File: src/swrl_pkg.sv
// Package: shared types and codes for the sliding-window rate limiter.
package swrl_pkg;

	// Table geometry; both are powers of two so ring positions wrap on their bits.
	localparam int KEY_COUNT    = 16;
	localparam int WINDOW_DEPTH = 16;

	typedef enum logic [1:0] {
		REQ_ADMIT  = 2'd0,
		REQ_REPORT = 2'd1,
		REQ_QUERY  = 2'd2,
		REQ_SPARE  = 2'd3
	} req_type_t;

	typedef enum logic [2:0] {
		ST_ADMITTED = 3'd0,
		ST_BLOCKED  = 3'd1,
		ST_BURST    = 3'd2,
		ST_OVER     = 3'd3,
		ST_REPORTED = 3'd4,
		ST_COUNT    = 3'd5
	} status_t;

	typedef enum logic [2:0] {
		CFG_MAX_REQ   = 3'd0,
		CFG_LOOP_THR  = 3'd1,
		CFG_BLOCK_MS  = 3'd2,
		CFG_WINDOW_MS = 3'd3,
		CFG_BURST_MS  = 3'd4
	} cfg_index_t;

	typedef enum logic [2:0] {
		BK_IDLE,
		BK_READ,
		BK_POP,
		BK_DECIDE,
		BK_NEWEST,
		BK_JUDGE,
		BK_OUT
	} bk_state_t;

	// Decoded command handed from front to back.
	typedef struct packed {
		req_type_t   kind;
		logic [7:0]  key;
		logic [31:0] now;
	} cmd_t;

	typedef struct packed {
		logic [4:0]  max_requests;
		logic [4:0]  loop_threshold;
		logic [15:0] block_ms;
		logic [15:0] window_ms;
		logic [15:0] burst_ms;
	} cfg_t;

endpackage

File: src/swrl_if.sv
// Interfaces: request, result and configuration channels.
interface swrl_req_if;
	logic        valid;
	logic        ready;
	logic [1:0]  req_type;
	logic [3:0]  key_id;
	logic [31:0] now_ms;
	modport source (output valid, req_type, key_id, now_ms, input ready);
	modport sink   (input valid, req_type, key_id, now_ms, output ready);
endinterface


File: src/swrl_front.sv
// Front end: accepts request words and queues decoded commands.
module swrl_front (
	input  logic            clk,
	input  logic            arst_n,
	swrl_req_if.sink        req,
	output swrl_pkg::cmd_t  cmd,
	output logic            cmd_valid,
	input  logic            cmd_ready
);
	// Two-entry queue.
	swrl_pkg::cmd_t q_q [2];
	logic [1:0] cnt_q;
	logic       rd_q, wr_q;
	logic       push, pop;
	swrl_pkg::cmd_t in_cmd;

	// Sixteen keys: a 4-bit key index needs no folding.
	always_comb begin
		in_cmd      = '0;
		in_cmd.kind = swrl_pkg::req_type_t'(req.req_type);
		in_cmd.key  = 8'(req.key_id);
		in_cmd.now  = req.now_ms;
	end

	assign req.ready = (cnt_q != 2'd2);
	assign push      = req.valid && req.ready;
	assign cmd_valid = (cnt_q != 2'd0);
	assign pop       = cmd_valid && cmd_ready;
	assign cmd       = q_q[rd_q];

	always_ff @(posedge clk or negedge arst_n) begin
		if (!arst_n) begin
			cnt_q <= '0;
			rd_q  <= 1'b0;
			wr_q  <= 1'b0;
		end else begin
			if (push) wr_q <= ~wr_q;
			if (pop) rd_q <= ~rd_q;
			cnt_q <= cnt_q + {1'b0, push} - {1'b0, pop};
		end
	end

	always_ff @(posedge clk) begin
		if (push) q_q[wr_q] <= in_cmd;
	end
endmodule

File: src/flat_wrapper.sv
// flat-port wrapper written by rule: the top's interface ports become plain ports
module swrl_front_flat 
  (clk, arst_n, cmd, cmd_valid, cmd_ready, req_valid, req_req_type, req_key_id, req_now_ms, req_ready);
  swrl_req_if req_i ();
  input  logic clk;
  input  logic arst_n;
  output swrl_pkg::cmd_t cmd;
  output logic cmd_valid;
  input  logic cmd_ready;
  input wire logic [$bits(req_i.valid)-1:0] req_valid;
  input wire logic [$bits(req_i.req_type)-1:0] req_req_type;
  input wire logic [$bits(req_i.key_id)-1:0] req_key_id;
  input wire logic [$bits(req_i.now_ms)-1:0] req_now_ms;
  output wire logic [$bits(req_i.ready)-1:0] req_ready;
  assign req_i.valid = req_valid;
  assign req_i.req_type = req_req_type;
  assign req_i.key_id = req_key_id;
  assign req_i.now_ms = req_now_ms;
  assign req_ready = req_i.ready;
  swrl_front u_core (.clk(clk), .arst_n(arst_n), .req(req_i), .cmd(cmd), .cmd_valid(cmd_valid), .cmd_ready(cmd_ready));
endmodule
File: config.mk
export PLATFORM = sky130hd
export DESIGN_NAME = swrl_front_flat
export DESIGN_NICKNAME = d
export VERILOG_FILES = /design/src/swrl_pkg.sv /design/src/swrl_if.sv /design/src/swrl_front.sv /design/src/flat_wrapper.sv
export SDC_FILE = /design/constraint.sdc
export NUM_CORES = 1
export LEC_CHECK = 0
export ABC_CLOCK_PERIOD_IN_PS = 5000
export BUFFER_PORTS_ARGS = -buffer_cell sky130_fd_sc_hd__buf_2
export CAP_MARGIN = 30
export CORE_ASPECT_RATIO = 1.25
export CORE_MARGIN = 2
export CORE_UTILIZATION = 45
export DETAILED_ROUTE_END_ITERATION = 10
export PLACE_DENSITY = 0.71
export RECOVER_POWER = 25
export SYNTH_ARGS = -nofsm -noshare
export SYNTH_HDL_FRONTEND = slang
export SYNTH_SLANG_ARGS = --single-unit
File: constraint.sdc
create_clock -name clk -period 5 [get_ports clk]
set_input_delay 1 -clock clk [delete_from_list [all_inputs] [get_ports clk]]
set_output_delay 1 -clock clk [all_outputs]
set_load 0.05 [all_outputs]
# After elaboration in Yosys (flattened, before gate mapping)
# Memory sizes are Yosys's and may differ from the RTL's.
# Cells that the tools add are included.
dict set report word_totals {
  regBits 4
  latch_bits 0
  mem_bits_rw 76
  mem_bits_ro 0
  input_bits 42
  out_inout_bits 44
  elab_cells 14
  memories 1
}
dict set report classes {
  addsub 2
  mul 0
  n_div 0
  order_cmp 0
  eq_ne 1
  shifts 0
  muxes 2
  bitwise_logic 2
  n_reduce_logical 3
}
# name words word_bits rd rd_clocked_by_memory_dff write_ports line_no
set mem_list {}
lappend mem_list {u_core.q_q 2 38 1 0 1 swrl_front.sv:11} ;# swrl_pkg::cmd_t q_q [2];
# operator count
set op_table {}
lappend op_table {{adder 2 x 1 -> 2 bit} 1}
lappend op_table {{logical AND 1 bit} 2}
lappend op_table {{2-to-1 mux 1 bit} 2}
lappend op_table {{inequality test 2 bit, second input constant} 1}
lappend op_table {{NOT 1 bit} 2}
lappend op_table {{nonzero test 2 bit} 1}
lappend op_table {{subtractor 2 x 1 -> 2 bit} 1}

# Longest topological paths before layout
dict set report logic_depth {
  ltp_word 4
  depth_mapped 7
  depth_no_buf 7
}

# Worst setup path after synthesis
# No wires, ideal clock.
dict set report synth_timing {
  path_kind {input to register}
  start {input req_valid}
  end {memory u_core.q_q[0][0] in the netlist's numbering, enable pin}
  setup_time_ps 433
  t_arrival_ps 2716
  required_time_ps 4567
  path_slack_ps 1850
  cell_stages 2
  path_buffers 0
  path_cell_list {nand2_1 nor2_1}
}
dict set report synth_between {
  elab_chain_cells 3
}
# element line_no
set synth_lines {}
lappend synth_lines {{start: declaration} flat_wrapper.sv:10} ;# input wire logic [$bits(req_i.valid)-1:0] req_valid;
lappend synth_lines {{logical AND 1 bit} swrl_front.sv:26} ;# assign push = req.valid && req.ready;
lappend synth_lines {{2-to-1 mux 1 bit} swrl_front.sv:44} ;# if (push) q_q[wr_q] <= in_cmd;
lappend synth_lines {{2-to-1 mux 1 bit (not written as such)} swrl_front.sv:44}
lappend synth_lines {{end: declaration} swrl_front.sv:11}
# No other way between the ends.

==> impl_results.md <==
- Final setup TNS: 0 ns
- First-pass GRT wire length: 7200 um
- Most frequent cells in the layout: edfxtp_1, buf_2, mux2_2, clkbuf_1, mux2_4
- Worst path cell trace: buf_12 > mux2_2 > buf_2
- Critical path peak fanout: 33
- Final wirelength: 4540 um
- Register share of total power: 0.387
- Slowest-stage cell, CP: dfrtp_2
- Clk root buf: clkbuf_8
- Largest net degree at the start of global routing: 39
- Area growth syn-to-layout: 22.1%
- DRT Pass-1 Iters: 5
- Max-cap viol count: 0
- Post-layout min period: 2.65 ns
- CTS Hold Bufs: 0
- Gate Count Post-Synth: 142
- Num rows: 33
- Diode count: 0
- Setup Crit Path Kind: flip-flop to output port
- Status: finished clean
- Vias: 1,522
- Peak per-stage delay on the critical path: 0.47 ns
- Slew at the pin with the worst max-slew slack: 0.908 ns
- Most common cell after layout, fill and taps aside: edfxtp_1
- Routed Antenna Nets: 0
- Avg Cell Area, Syn: 21.3 sq um
- Die width: 77.4 um
- Sequential fraction of the synthesis area: 0.787
- Vias in the first global route: 1,530
- Leak Pwr: 1.41 nW
- CP arrival: 1.65 ns
- Num CTS Buffers: 9
- Comb pwr share: 0.444
- Total core area: 6520 sq um
- Synth Register Bits: 80
- Max-slew violation count: 0
- Final setup violation count: 0
- Final hold vios: 0
- Fmax: 0.377 GHz
- Yosys cell types: 18
- CTS tree: done
- Mapped cell area: 3030 sq um
- CTS Sinks: 80
- YS warnings: 0
- Top-Level Pins: 86
- H-Tree Depth: 3
- Fill count: 559
- Reg clk slew, reported paths: 0.07 ns
- Clock Latency Late Sink: 0.33 ns
- Resize count post-CTS: 0
- Layout cells sized above 1: 0.532
- Die area: 7400 sq um
- RSZ-0062 raised after global routing: no
- Hold Path Class: primary input to asynchronous set/reset pin
- Die Ht: 95.7 um
- Peak VDD IR: 0.000447 V
- Core Util, Final: 0.566
- Top delay family on crit path: flip-flops
- I/O Buffers: 81
- Post-CTS Setup Repair Bufs: 0
- Worst Path Required: 4.00 ns
- WP buf/inv: 2
- DR WL/cell: 14.1 um
- Clk buf depth: 2
- Initial cell density of the core: 0.464
- Final nets: 275
- All-Layer GR Usage: 0.133
- Pwr/cell area: 680 nW/um^2
- Net Sw Power: 1.04 mW
- DRC viols: 0
- Total grt overflow: 0
- Clock power frac: 0.169
- Via density: 4.73
- Iteration-0 DRC Markers: 78
- Startpoint class of the critical path: flip-flop
- HPWL after DPL: 2930 um
- Rel. slew slack: 0.394
- Critical Path Sink Type: output port
- Sw Share: 0.413
- Final Cycle Share: 0.530
- Initial antenna violation count: 0
- Int Pwr: 1.48 mW
- Clk_skew: 0.00393 ns
- Worst hold margin: 0.496 ns
- Final GP Congestion: 0.606
[area by class of cell]
class                   instances  area [sq um]  area share
multi-input cells              54           582       0.157
repair buffers                 83           433       0.117
flip-flops and latches         80          2380       0.645
clock inverters                 5          48.8      0.0132
inverters                       3          11.3     0.00305
clock buffers                  10           128      0.0345
well taps                      87           109      0.0295
[state kept, by name, indices dropped and copies added (netlist names)]
name	cells
u_core.wr_q	1
u_core.rd_q	1
u_core.q_q	76
u_core.cnt_q	2
[power groups by stage]
stage	combinational [mW]	sequential, mW	clock, mW
after floorplan	0.933	0.967	0
after global placement	1.05	1.04	0
after detailed placement	1.13	0.987	0
after CTS	1.13	0.973	0.441
after global routing	1.18	0.987	0.464
final	1.12	0.972	0.425
[Yosys cell counts]
master    count  area [sq um]
and2_1        1          6.26
and3_1        1          6.26
buf_4         6          45.0
buf_6         1          11.3
buf_8         1          15.0
conb_1        1          3.75
dfrtp_1       4           100
edfxtp_1     76          2280
ha_1          2          25.0
inv_1         3          11.3
mux2_2       28           315
mux2_4       10           150
nand2_1       1          3.75
nand2b_1      1          6.26
nor2_1        1          3.75
or2_1         1          6.26
xnor2_1       3          26.3
xor2_1        1          8.76
[layer usage]
metal	global-route usage	wire length [um]	part of all wire
met5	0	0	0
met4	0.0893	47	0.010
met3	0.0450	307	0.068
met2	0.206	2160	0.48
met1	0.158	2030	0.45
[metrics by stage]
| stage | setup slack (ns) | instance area [sq um] | instances | total power, mW |
|---|---|---|---|---|
| 6_report | 2.35 | 3690 | 322 | 2.51 |
| 5_1_grt | 2.25 | 3690 | 322 | 2.63 |
| 4_1_cts | 2.29 | 3710 | 322 | 2.55 |
| 3_5_place_dp | 2.68 | 3530 | 307 | 2.12 |
| 3_3_place_gp | 2.29 | 3490 | 305 | 2.09 |
| 2_1_floorplan | 1.85 | 3040 | 145 | 1.90 |
[worst paths after layout]
kind | from | slack (ns) | cells after the start | to
worst max register to register | u_core.cnt_q[1] | 3.26 | 2 | u_core.q_q[1][19]
worst max-delay path | u_core.rd_q | 2.35 | 3 | cmd[9]
worst min register to register | u_core.wr_q | 0.56 | 1 | u_core.wr_q
worst min-delay path | arst_n | 0.50 | 1 | u_core.wr_q
min in group clk | u_core.wr_q | 0.56 | 1 | u_core.wr_q
max in group asynchronous | arst_n | 4.29 | 1 | u_core.rd_q
[kinds of logic after synthesis]
family                     synth area share
DFF                                   0.787
xor gates and xnor gates             0.0116
adders and majority gates           0.00827
muxes                                 0.154
and+or+nand+nor                      0.0108
buffers and inverters                0.0273
other                               0.00124
Power figures use the tool's default switching activity.
